==> src/rtl/tocb_pkg.sv <==
// Shared types, constants and codes for the timed output channel bank.
package tocb_pkg;

  // Channels that exist in hardware; the masks carry eight bits.
  localparam int NUM_CHANNELS = 8;
  localparam int NUM_SLOTS    = 8;
  localparam int MASK_W       = 8;
  localparam int CH_W         = 3;
  localparam int DUR_W        = 10;
  localparam int TICK_W       = 26;
  localparam int REM_W        = 16;
  localparam int ACT_W        = 3;

  // Channels that can take part in commands at all.
  localparam logic [MASK_W-1:0] USE_LIMIT =
    (NUM_CHANNELS >= NUM_SLOTS) ? {MASK_W{1'b1}} : MASK_W'((1 << NUM_CHANNELS) - 1);

  // Millisecond ticks per minute.
  localparam int TICKS_PER_MIN = 60 * 1000;

  // Ticks to seconds: drop three bits, then divide by 125 with a reciprocal.
  localparam int DIV_PRE   = 3;
  localparam int Y_W       = TICK_W - DIV_PRE;
  localparam int MAGIC_W   = 24;
  localparam int DIV_SHIFT = 30;
  localparam logic [MAGIC_W-1:0] DIV_MAGIC = MAGIC_W'(8589935);
  localparam int PROD_W    = Y_W + MAGIC_W;

  // Command queue depth between front and back.
  localparam int QDEPTH = 2;
  localparam int QPTR_W = $clog2(QDEPTH);
  localparam int QCNT_W = $clog2(QDEPTH + 1);

  // Input action codes.
  localparam logic [ACT_W-1:0] ACT_TICK   = 3'd0;
  localparam logic [ACT_W-1:0] ACT_ON     = 3'd1;
  localparam logic [ACT_W-1:0] ACT_OFF    = 3'd2;
  localparam logic [ACT_W-1:0] ACT_TOGGLE = 3'd3;
  localparam logic [ACT_W-1:0] ACT_STATUS = 3'd4;

  // Result kinds.
  localparam logic KIND_UPDATE = 1'b0;
  localparam logic KIND_STATUS = 1'b1;

  // Register index, taken from address bit 2.
  localparam logic REG_PRESENT  = 1'b0;
  localparam logic REG_INVERTED = 1'b1;

  // Decoded operation handed from front to back.
  typedef enum logic [2:0] {
    OP_NOP    = 3'd0,
    OP_TICK   = 3'd1,
    OP_ON     = 3'd2,
    OP_OFF    = 3'd3,
    OP_TOGGLE = 3'd4,
    OP_STATUS = 3'd5
  } op_t;

  typedef struct packed {
    logic [ACT_W-1:0] action;
    logic [CH_W-1:0]  channel;
    logic             all_channels;
    logic [DUR_W-1:0] duration_min;
  } in_item_t;

  typedef struct packed {
    logic              kind;
    logic [MASK_W-1:0] pin_levels;
    logic [MASK_W-1:0] on_mask;
    logic [MASK_W-1:0] expired_mask;
    logic [CH_W-1:0]   entry_channel;
    logic [REM_W-1:0]  secs_left;
    logic              last;
  } out_item_t;

  // Classified command: operation, channels it touches, timer load value.
  typedef struct packed {
    op_t               op;
    logic [MASK_W-1:0] target;
    logic [TICK_W-1:0] ticks;
  } cmd_t;

  // Configuration seen by the back end.
  typedef struct packed {
    logic              present_wr;
    logic [MASK_W-1:0] present_wdata;
    logic [MASK_W-1:0] inverted;
  } cfg_ctl_t;

endpackage

==> src/rtl/tocb_front.sv <==
// Front end: classifies an accepted command and computes its timer load value.
module tocb_front import tocb_pkg::*; (
  input  in_item_t          item,
  input  logic [MASK_W-1:0] present_mask,
  output cmd_t              cmd
);

  logic [MASK_W-1:0] use_mask;
  logic [MASK_W-1:0] named;

  assign use_mask = present_mask & USE_LIMIT;
  assign named    = (MASK_W'(1) << item.channel) & use_mask;

  // Map the action to an operation and the set of channels it touches.
  always_comb begin
    cmd.op     = OP_NOP;
    cmd.target = '0;
    cmd.ticks  = TICK_W'(TICK_W'(item.duration_min) * TICK_W'(TICKS_PER_MIN));
    unique case (item.action)
      ACT_TICK: begin
        cmd.op = OP_TICK;
      end
      ACT_ON: begin
        cmd.op     = OP_ON;
        cmd.target = item.all_channels ? use_mask : named;
      end
      ACT_OFF: begin
        cmd.op     = OP_OFF;
        cmd.target = item.all_channels ? use_mask : named;
      end
      ACT_TOGGLE: begin
        cmd.op     = OP_TOGGLE;
        cmd.target = named;
      end
      ACT_STATUS: begin
        cmd.op     = OP_STATUS;
        cmd.target = use_mask;
      end
      default: begin
        cmd.op = OP_NOP;
      end
    endcase
  end

endmodule

==> src/rtl/tocb_queue.sv <==
// Short command queue that decouples the front end from the back end.
module tocb_queue import tocb_pkg::*; (
  input  logic clk,
  input  logic rst_n,
  input  logic push,
  input  cmd_t din,
  input  logic pop,
  output cmd_t dout,
  output logic full,
  output logic empty
);

  cmd_t              mem_r [QDEPTH];
  logic [QPTR_W-1:0] wp_r, wp_nxt;
  logic [QPTR_W-1:0] rp_r, rp_nxt;
  logic [QCNT_W-1:0] cnt_r, cnt_nxt;

  assign full  = (cnt_r == QCNT_W'(QDEPTH));
  assign empty = (cnt_r == '0);
  assign dout  = mem_r[rp_r];

  // Pointer and fill count update.
  always_comb begin
    wp_nxt  = wp_r;
    rp_nxt  = rp_r;
    cnt_nxt = cnt_r;
    if (push) begin
      wp_nxt = (wp_r == QPTR_W'(QDEPTH - 1)) ? '0 : wp_r + 1'b1;
    end
    if (pop) begin
      rp_nxt = (rp_r == QPTR_W'(QDEPTH - 1)) ? '0 : rp_r + 1'b1;
    end
    if (push && !pop) begin
      cnt_nxt = cnt_r + 1'b1;
    end else if (pop && !push) begin
      cnt_nxt = cnt_r - 1'b1;
    end
  end

  always_ff @(posedge clk) begin
    if (!rst_n) begin
      wp_r  <= '0;
      rp_r  <= '0;
      cnt_r <= '0;
    end else begin
      wp_r  <= wp_nxt;
      rp_r  <= rp_nxt;
      cnt_r <= cnt_nxt;
    end
  end

  // Entry storage needs no reset.
  always_ff @(posedge clk) begin
    if (push) begin
      mem_r[wp_r] <= din;
    end
  end

endmodule

==> src/rtl/tocb_back.sv <==
// Back end: owns channel state, executes commands and emits results.
module tocb_back import tocb_pkg::*; (
  input  logic      clk,
  input  logic      rst_n,
  input  cfg_ctl_t  cfg,
  input  logic      q_empty,
  input  cmd_t      q_cmd,
  output logic      q_pop,
  output logic      out_valid,
  output out_item_t out_res
);

  typedef enum logic [1:0] {
    BE_IDLE = 2'b01,
    BE_STAT = 2'b10
  } be_state_t;

  be_state_t         state_r, state_nxt;
  logic [MASK_W-1:0] on_r, on_nxt;
  logic [TICK_W-1:0] ticks_r [NUM_SLOTS];
  logic [TICK_W-1:0] ticks_nxt [NUM_SLOTS];
  logic [CH_W-1:0]   idx_r, idx_nxt;
  logic [MASK_W-1:0] stat_mask_r, stat_mask_nxt;
  logic [MASK_W-1:0] expired;
  logic              upd_fire;

  // Status pipeline stage: scaled ticks times reciprocal.
  logic              p_valid_r, p_valid_nxt;
  logic [CH_W-1:0]   p_ch_r;
  logic              p_last_r, p_last_nxt;
  logic [PROD_W-1:0] prod_r;
  logic [MASK_W-1:0] higher;

  logic              out_valid_r, out_valid_nxt;
  out_item_t         out_r, out_nxt;

  // Command execution and status scan control.
  always_comb begin
    state_nxt     = state_r;
    on_nxt        = on_r;
    ticks_nxt     = ticks_r;
    idx_nxt       = idx_r;
    stat_mask_nxt = stat_mask_r;
    expired       = '0;
    upd_fire      = 1'b0;
    q_pop         = 1'b0;
    if (cfg.present_wr) begin
      // Channels dropped from the present set switch off and lose their timer.
      for (int c = 0; c < NUM_SLOTS; c++) begin
        if (!cfg.present_wdata[c]) begin
          on_nxt[c]    = 1'b0;
          ticks_nxt[c] = '0;
        end
      end
    end else begin
      unique case (state_r)
        BE_IDLE: begin
          if (!q_empty && !p_valid_r) begin
            q_pop = 1'b1;
            unique case (q_cmd.op)
              OP_TICK: begin
                upd_fire = 1'b1;
                for (int c = 0; c < NUM_SLOTS; c++) begin
                  if (on_r[c] && ticks_r[c] != '0) begin
                    ticks_nxt[c] = ticks_r[c] - 1'b1;
                    if (ticks_r[c] == TICK_W'(1)) begin
                      on_nxt[c]  = 1'b0;
                      expired[c] = 1'b1;
                    end
                  end
                end
              end
              OP_ON: begin
                upd_fire = 1'b1;
                for (int c = 0; c < NUM_SLOTS; c++) begin
                  if (q_cmd.target[c]) begin
                    on_nxt[c]    = 1'b1;
                    ticks_nxt[c] = q_cmd.ticks;
                  end
                end
              end
              OP_OFF: begin
                upd_fire = 1'b1;
                for (int c = 0; c < NUM_SLOTS; c++) begin
                  if (q_cmd.target[c]) begin
                    on_nxt[c]    = 1'b0;
                    ticks_nxt[c] = '0;
                  end
                end
              end
              OP_TOGGLE: begin
                upd_fire = 1'b1;
                for (int c = 0; c < NUM_SLOTS; c++) begin
                  if (q_cmd.target[c]) begin
                    on_nxt[c]    = !on_r[c];
                    ticks_nxt[c] = on_r[c] ? '0 : q_cmd.ticks;
                  end
                end
              end
              OP_STATUS: begin
                // An empty present set gives no status entries at all.
                if (q_cmd.target != '0) begin
                  state_nxt     = BE_STAT;
                  idx_nxt       = '0;
                  stat_mask_nxt = q_cmd.target;
                end
              end
              default: begin
                upd_fire = 1'b1;
              end
            endcase
          end
        end
        BE_STAT: begin
          idx_nxt = idx_r + 1'b1;
          if (idx_r == CH_W'(NUM_SLOTS - 1)) begin
            state_nxt = BE_IDLE;
          end
        end
        default: begin
          state_nxt = BE_IDLE;
        end
      endcase
    end
  end

  // A status entry is the last one when no present channel lies above it.
  assign higher      = stat_mask_r >> idx_r;
  assign p_last_nxt  = (higher[MASK_W-1:1] == '0);
  assign p_valid_nxt = (state_r == BE_STAT) && stat_mask_r[idx_r];

  // Result register: a status entry from the pipeline or an update.
  always_comb begin
    out_valid_nxt = p_valid_r || upd_fire;
    out_nxt       = out_r;
    if (p_valid_r) begin
      out_nxt.kind          = KIND_STATUS;
      out_nxt.pin_levels    = on_r ^ cfg.inverted;
      out_nxt.on_mask       = on_r;
      out_nxt.expired_mask  = '0;
      out_nxt.entry_channel = p_ch_r;
      out_nxt.secs_left     = prod_r[DIV_SHIFT +: REM_W];
      out_nxt.last          = p_last_r;
    end else if (upd_fire) begin
      out_nxt.kind          = KIND_UPDATE;
      out_nxt.pin_levels    = on_nxt ^ cfg.inverted;
      out_nxt.on_mask       = on_nxt;
      out_nxt.expired_mask  = expired;
      out_nxt.entry_channel = '0;
      out_nxt.secs_left     = '0;
      out_nxt.last          = 1'b1;
    end
  end

  always_ff @(posedge clk) begin
    if (!rst_n) begin
      state_r     <= BE_IDLE;
      on_r        <= '0;
      idx_r       <= '0;
      stat_mask_r <= '0;
      p_valid_r   <= 1'b0;
      out_valid_r <= 1'b0;
      for (int c = 0; c < NUM_SLOTS; c++) begin
        ticks_r[c] <= '0;
      end
    end else begin
      state_r     <= state_nxt;
      on_r        <= on_nxt;
      idx_r       <= idx_nxt;
      stat_mask_r <= stat_mask_nxt;
      p_valid_r   <= p_valid_nxt;
      out_valid_r <= out_valid_nxt;
      ticks_r     <= ticks_nxt;
    end
  end

  // Payload registers of the status stage and the result.
  always_ff @(posedge clk) begin
    p_ch_r   <= idx_r;
    p_last_r <= p_last_nxt;
    prod_r   <= PROD_W'(ticks_r[idx_r][TICK_W-1:DIV_PRE]) * PROD_W'(DIV_MAGIC);
    out_r    <= out_nxt;
  end

  assign out_valid = out_valid_r;
  assign out_res   = out_r;

endmodule

==> src/rtl/timed_output_channel_bank.sv <==
// Top level of the timed output channel bank: register port, front, queue and back.
//
// A command is taken when start is high and busy is low; busy rises only while the
// two-entry command queue is full. Tick, on, off, toggle and unused codes each give
// one update result, registered once the back end pops it; the back end retires one
// such command per cycle unless a status scan or present-mask write holds it. A status
// query walks all eight channel slots one per cycle, pausing for present-mask writes,
// and emits one entry per present channel through a one-stage reciprocal multiplier.
// Results appear for one cycle with out_valid and cannot be held off; pin levels
// always use the inverted mask in force when the result is formed.
module timed_output_channel_bank import tocb_pkg::*; (
  input  logic        clk,
  input  logic        rst_n,
  input  logic        start,
  output logic        busy,
  input  in_item_t    in_cmd,
  output logic        out_valid,
  output out_item_t   out_res,
  input  logic        psel,
  input  logic        penable,
  input  logic        pwrite,
  input  logic [2:0]  paddr,
  input  logic [31:0] pwdata,
  output logic [31:0] prdata,
  output logic        pready
);

  logic [MASK_W-1:0] present_r, present_nxt;
  logic [MASK_W-1:0] inverted_r, inverted_nxt;
  logic              cfg_wr;
  logic              q_full, q_empty, q_pop, q_push;
  cmd_t              front_cmd, q_cmd;
  cfg_ctl_t          cfg;

  // Register write transfer.
  assign pready = 1'b1;
  assign cfg_wr = psel && penable && pwrite;

  always_comb begin
    present_nxt  = present_r;
    inverted_nxt = inverted_r;
    if (cfg_wr) begin
      unique case (paddr[2])
        REG_PRESENT:  present_nxt  = pwdata[MASK_W-1:0];
        REG_INVERTED: inverted_nxt = pwdata[MASK_W-1:0];
        default:      present_nxt  = present_r;
      endcase
    end
  end

  always_ff @(posedge clk) begin
    if (!rst_n) begin
      present_r  <= '0;
      inverted_r <= '0;
    end else begin
      present_r  <= present_nxt;
      inverted_r <= inverted_nxt;
    end
  end

  // Register read data.
  assign prdata = {{(32 - MASK_W){1'b0}}, (paddr[2] == REG_INVERTED) ? inverted_r : present_r};

  assign cfg.present_wr    = cfg_wr && (paddr[2] == REG_PRESENT);
  assign cfg.present_wdata = pwdata[MASK_W-1:0];
  assign cfg.inverted      = inverted_r;

  // Command transfer into the queue.
  assign busy   = q_full;
  assign q_push = start && !q_full;

  tocb_front u_front (
    .item         (in_cmd),
    .present_mask (present_r),
    .cmd          (front_cmd)
  );

  tocb_queue u_queue (
    .clk   (clk),
    .rst_n (rst_n),
    .push  (q_push),
    .din   (front_cmd),
    .pop   (q_pop),
    .dout  (q_cmd),
    .full  (q_full),
    .empty (q_empty)
  );

  tocb_back u_back (
    .clk       (clk),
    .rst_n     (rst_n),
    .cfg       (cfg),
    .q_empty   (q_empty),
    .q_cmd     (q_cmd),
    .q_pop     (q_pop),
    .out_valid (out_valid),
    .out_res   (out_res)
  );

endmodule

==> config.mk <==
export PLATFORM = sky130hd
export DESIGN_NAME = timed_output_channel_bank
export DESIGN_NICKNAME = d
export VERILOG_FILES = /design/src/rtl/tocb_pkg.sv /design/src/rtl/tocb_front.sv /design/src/rtl/tocb_queue.sv /design/src/rtl/tocb_back.sv /design/src/rtl/timed_output_channel_bank.sv
export SDC_FILE = /design/constraint.sdc
export NUM_CORES = 2
export LEC_CHECK = 0
export ABC_AREA = 0
export BUFFER_PORTS_ARGS = -buffer_cell sky130_fd_sc_hd__buf_4
export CAP_MARGIN = 20
export CORE_UTILIZATION = 59
export CTS_BUF_LIST = sky130_fd_sc_hd__clkbuf_4
export CTS_CLUSTER_SIZE = 24
export DETAILED_ROUTE_END_ITERATION = 6
export GPL_TIMING_DRIVEN = 0
export PLACE_DENSITY_LB_ADDON = 0.12
export RECOVER_POWER = 100
export SETUP_SLACK_MARGIN = 0.4
export SLEW_MARGIN = 30
export SYNTH_ARGS = -nofsm -noshare
export SYNTH_HDL_FRONTEND = slang
export SYNTH_SLANG_ARGS = --single-unit
export TNS_END_PERCENT = 10
==> constraint.sdc <==
create_clock -name clk -period 7.95 [get_ports clk]
set_input_delay 0.3975 -clock clk [delete_from_list [all_inputs] [get_ports clk]]
set_output_delay 0.3975 -clock clk [all_outputs]
set_load 0.02 [all_outputs]
---- Word-level counts from Yosys, hierarchy flattened ----
Memory sizes are Yosys's and may differ from the RTL's. A register that Yosys moved wholly into a read port is not among the register bits.
Cells that the tools add are included.
word-level totals
  bits in registers ....................... 346
  RAM bits ................................ 64
  input bits .............................. 58
  output and inout bits ................... 80
  word-level logic and storage cells ...... 341
  memories ................................ 1
memories
  memory         depth  width  read ports  clocked after memory_dff  write ports  RTL line          RTL
  u_queue.mem_r  2      32     1           1                         1            tocb_queue.sv:13  cmd_t mem_r [QDEPTH];
cells by class
  add/sub/neg operators ................... 13
  multipliers ............................. 2
  order comparisons ....................... 2
  equality and inequality tests ........... 65
  shifts and indexed selects .............. 2
  muxes and demuxes ....................... 159
  bitwise logic cells ..................... 6
  reductions and logical operators ........ 62
operators by type and width
  kind                      number
  $mux W26                  50
  $pmux W208 S4             1
  $mux W208                 3
  $eq A26 B1 Y1 const B     8
  $reduce_bool A26 Y1       8
  $sub A26 B1 Y26 const B   8
  $ne A3 B2 Y1 const B      32
  $mux W44                  2
  $bmux W26 S3              1
  $mux W1                   78
  $mux W8                   9
  $reduce_and A8 Y1         8
  $mul A23 B24 Y46 const B  1
  $pmux W8 S4               1
  $pmux W8 S3               1
  $mul A10 B11 Y21 const B  1
  $ne A2 B2 Y1 const B      9
  $logic_and A1 B1 Y1       16
  $xor A8 B8 Y8             2
  $pmux W3 S5               1
  $reduce_and A5 Y1         3
  $logic_not A1 Y1          13
  $eq A3 B2 Y1 const B      4
  $eq A3 B3 Y1 const B      4
  other kinds (29)          47

---- Logic depth before layout (Yosys ltp) ----
  word-level depth ........................ 10
  gate-level depth with buffers ........... 29
  gate-level depth less buffers ........... 26

---- By module ----
A second synthesis with hierarchy kept.
unflattened totals
  cells, all modules ...................... 3,685
  area total of the unflattened synthesis .. 33,110.5 um^2
modules (own cells, without submodules)
  module                     instances  cells an instance  area each (um^2)  seq. area each (um^2)
  tocb_back                  1          3,133              26,472.9          6,286.0
  tocb_queue                 1          137                2,896.5           2,322.2
  tocb_front                 1          316                2,797.7           0.0
  timed_output_channel_bank  1          99                 943.4             320.3

---- Least setup slack after synthesis ----
Ideal clock, no wire load.
  path type ............................... reg2reg
  start ................................... register u_back.idx_r[0]
  end ..................................... register u_back.prod_r[45]
  library setup time ...................... 129 ps
  data arrival time ....................... 8,350 ps
  required time ........................... 7,821 ps
  path slack .............................. -530 ps
  stages on the path, launching flop included .. 27
  path buffers ............................ 3
  clock period less this slack ............ 8,480 ps
  cell sequence ........................... dfxtp_1 -> buf_2 -> buf_1 -> buf_1 -> mux4_2 -> mux2i_1 -> inv_1 -> fa_1 -> fa_1 -> inv_1 -> fa_1 -> inv_1 -> fa_1 -> fa_1 -> fa_1 -> inv_1 -> fa_1 -> inv_1 -> ha_1 -> a211o_1 -> or2_2 -> o221a_2 -> a2111oi_2 -> a31oi_1 -> o32a_1 -> a21oi_1 -> xnor3_1
on the way
  longest elaborated chain between the ends .. 5
RTL lines
  item                                         RTL line          RTL
  from (decl)                                  tocb_back.sv:22   logic [CH_W-1:0] idx_r, idx_nxt;
  from (signal assigned)                       tocb_back.sv:169  idx_r <= idx_nxt;
  $not A3 Y4 (not written as such)             tocb_back.sv:181  prod_r <= PROD_W'(ticks_r[idx_r][TICK_W-1:DIV_PRE]) * PROD_W'(DIV_MAGIC);
  $bmux W26 S3                                 tocb_back.sv:181
  $mux W26 (not written as such) (2 in a row)  tocb_back.sv:181
  $mul A23 B24 Y46                             tocb_back.sv:181
  to (signal assigned)                         tocb_back.sv:181
  to (decl)                                    tocb_back.sv:31   logic [PROD_W-1:0] prod_r;
No other way between the ends. The select of a mux whose other input is x is not followed.
A chain may end at the register's enable or synchronous reset.

---- Worst setup path after layout ----
Ends and elaborated chain as after synthesis.

==> results.sh <==
export IMPL_max_stage_delay_ns=0.65
export IMPL_ys_ff_latch=381
export IMPL_maxSlewHeadroom=-0.7691
export IMPL_antenna_found_initial=18
export IMPL_holdPathEnd="u_queue.mem_r[0][2]$_DFFE_PP_"
export IMPL_placed_area_um2=34640
export IMPL_drt_first_pass_iters=7
export IMPL_synth_distinct_cells=91
export IMPL_cts_num_sinks=381
export IMPL_synthMuxAreaShare=0.05378
export IMPL_startpoint="u_back.idx_r[0]$_SDFFE_PN0P_"
export IMPL_clockBufferDepth=3
export IMPL_place_gp_congestion=1.119
export IMPL_skew_ns=0.1204
export IMPL_ys_top_cells_by_area="dfxtp_1 17%, ha_1 14%, fa_1 11%"
export IMPL_grt_pass1_vias=30590
export IMPL_setup_viol_count_final=0
export IMPL_initial_core_util=0.6013
export IMPL_area_growth_pct=12.45
export IMPL_synthXorXnorAreaFrac=0.02733
export IMPL_path_common_cell="fa_2"
export IMPL_rrSetupSlack_ns=0.04
export IMPL_die_area_um2=56110
export IMPL_slew_violations=68
export IMPL_ys_seq_area_frac=0.2651
export IMPL_cp_arrival_ns=8.72
export IMPL_clock_latency_ns=0.98
export IMPL_ios=138
export IMPL_grt_ovfl_total=0
export IMPL_end_kind="flop"
export IMPL_cp_max_fo=5
export IMPL_synth_most_common_cell="inv_1"
export IMPL_postSynthAreaPerCell_um2=8.814
export IMPL_coreArea_um2=54130
export IMPL_cts_tree="yes"
export IMPL_die_w_um=236.9
export IMPL_synth_simple_area_share=0.1614
export IMPL_syn_inst=3693
export IMPL_finalHoldViolations=0
export IMPL_dp_final_hpwl_um=102800
export IMPL_crit_type="reg -> reg"
export IMPL_hold_path_class="in -> reg"
export IMPL_drt_vias_per_instance=6.766
export IMPL_post_route_cell_area_um2=36600
export IMPL_htreeDepth=3
export IMPL_drc_errors=50
export IMPL_tightestPinTransition_ns=2.580
export IMPL_min_from="in_cmd[2]"
export IMPL_nets=4590
export IMPL_num_rows=85
export IMPL_post_drt_wl_per_cell_um=28.92
export IMPL_required_ns=8.76
export IMPL_synthDominantCellAreaShare=0.1728
export IMPL_worstReg2RegStart="u_back.idx_r[0]$_SDFFE_PN0P_"
export IMPL_rsz0062_at_grt="yes"
export IMPL_reg2regPathDepth=27
export IMPL_hold_depth=3
export IMPL_status="finished, violations left"
export IMPL_max_freq_mhz=126.5
export IMPL_synth_compound_area_frac=0.1700
export IMPL_crit_family="adder cells"
export IMPL_clk_pin_slew_ns=0.07
export IMPL_cts_buffers=106
export IMPL_synthTopCellsByCount="385 x inv_1, 369 x nor2_1, 352 x ha_1, 303 x a21oi_1, 281 x dfxtp_1"
export IMPL_crit_path_start_kind="flop"
export IMPL_drt_wl_total_um=138500
export IMPL_async_reset_ff_frac=0
export IMPL_synth_top_family_by_area="adder cells"
export IMPL_synth_main_ff_cell="dfxtp_1"
export IMPL_critPathSlowestCell="mux4_2"
export IMPL_synth_fa_ha_area_frac=0.2497
export IMPL_root_buffer="clkbuf_4"
export IMPL_die_y_um=236.9
export IMPL_min_period_over_period=0.9947
export IMPL_violations="DRC, capacitance limit, slew limit"
export IMPL_ys_warn_count=0
export IMPL_synth_edf_count=100
export IMPL_path_buf_inv=9
export IMPL_r2r_end="u_back.prod_r[45]$_DFF_P_"
export IMPL_grt_max_degree=21
export IMPL_portBuffers=86
export IMPL_drt_iter0_drc=4822
export IMPL_drive_above_1_share=0.1251
export IMPL_maxCapViolCount=10
export IMPL_fin_crit_ns=7.908
export IMPL_synth_area_um2=32550
export IMPL_antenna_left=0
export IMPL_yosysTopAreaCell="dfxtp_1"
export IMPL_grt_usage=0.4900
export IMPL_grt_first_pass_wirelength_um=199300
export IMPL_via_count=32390
[placed cells by master (no fill, tap or decap), types with 15 or more instances in the layout]
cell	netlist	routed
o21ai_0	172	168
or4_1	26	26
a22oi_1	61	60
nand2_1	211	206
and3_1	15	15
clkinv_1	1	29
dlygate4sd3_1	0	18
clkbuf_1	141	209
conb_1	2	25
or3_1	46	46
o22ai_1	80	80
inv_1	385	371
ha_1	352	342
dfxtp_1	281	279
xor2_1	34	34
mux2i_1	41	30
o221a_2	34	33
diode_2	0	15
a31oi_1	48	47
nand2b_1	23	23
clkbuf_4	0	150
buf_4	30	107
nor3_1	134	133
nor2_1	369	368
a211oi_1	19	18
nand4_1	24	24
and2_0	0	20
a21oi_1	303	301
nor4_1	48	45
fa_1	186	180
edfxtp_1	100	100
mux4_2	48	48
a21o_1	30	30
nand3b_1	18	18
nand3_1	73	73
xnor2_1	65	64
mux2_2	23	16
[worst reg2reg max path, delay by kind of cell, from the launching register on]
| family | cells | cell delay [ns] |
|---|---|---|
| simple gates | 1 | 0.23 |
| xor+xnor | 1 | 0.24 |
| fa+ha+maj | 8 | 3.76 |
| buf+inv | 9 | 0.82 |
| mux | 2 | 0.95 |
| flops | 1 | 0.37 |
| compound gates | 6 | 1.45 |
[stage by stage]
step / setup slack [ns] / hold WS (ns) / util / setup TNS [ns] / std cells
final: 0.04178 / 0.07305 / 0.6762 / 0 / 4787
after global routing: -0.09548 / 0.08303 / 0.6757 / -0.1363 / 4778
after CTS: 0.3153 / 0.01811 / 0.6824 / 0 / 4764
after detailed placement: -1.937 / 0.3641 / 0.6399 / -23.75 / 4512
after global placement: -1.885 / 0.3642 / 0.6318 / -24.13 / 4498
after floorplan: 0.4010 / 0.3537 / - / 0 / 3716
[worst max path at each step]
stage	slack, ns	depth (start not counted)	end
floorplan	0.40	24	u_back.prod_r[45]$_DFF_P_
global placement	-1.89	24	u_back.prod_r[39]$_DFF_P_
detailed placement	-1.94	24	u_back.prod_r[39]$_DFF_P_
CTS	0.32	27	u_back.prod_r[45]$_DFF_P_
global route	-0.1	27	u_back.prod_r[45]$_DFF_P_
finish	0.04	27	u_back.prod_r[45]$_DFF_P_
[layer usage]
metal,GRT usage,part of all wire,vias to the layer above
met5,0,0.00090,-
met3,0.2066,0.14,816
met2,0.7128,0.41,2465
met4,0.3912,0.097,12
met1,0.5657,0.34,15280
li1,-,-,13810
[sequential cells by signal, summed over array words and instances (netlist names), named ones only]
name                count
u_back.out_res         45
u_back.stat_mask_r      8
u_back.out_valid        1
u_back.idx_r            3
u_queue.wp_r            1
present_r               8
u_back.prod_r          16
u_back.on_r             8
u_queue.cnt_r           2
u_queue.rp_r            1
inverted_r              8
u_back.p_ch_r           3
u_back.p_last_r         1
u_back.state_r          2
u_back.ticks_r        208
u_queue.mem_r          64
u_back.p_valid_r        1
[final cells by class]
class	instances	area (um2)
antenna	15	37.54
buffer	203	1091
clock buffer	149	1119
clock inverter	41	211.5
fill	4589	17530
inverter	388	1481
multi-input combinational	2744	22060
sequential	381	8633
tap	696	870.8
timing repair buffer	170	1097
[cells by family (layout without fill, tap and decap cells)]
kind of cell,count (synthesis),after routing
AOI/OAI and AO/OA,883,883
xor gates and xnor gates,100,100
adders and majority gates,538,538
buffers and inverters,591,951
DFF,381,381
muxes,112,112
other,2,40
and+or+nand+nor,1086,1086
[timing repair]
action,4_1_cts,5_1_grt
setup buffers,44,6
setup endpoints to repair,16,14
hold endpoints to repair,35,0
gates resized for setup,112,21
pin swaps,16,16
hold buffers,18,0
Power is left out: the tool's default activity adds up to more than one toggle a clock period on the data nets, which glitch-free logic cannot reach.
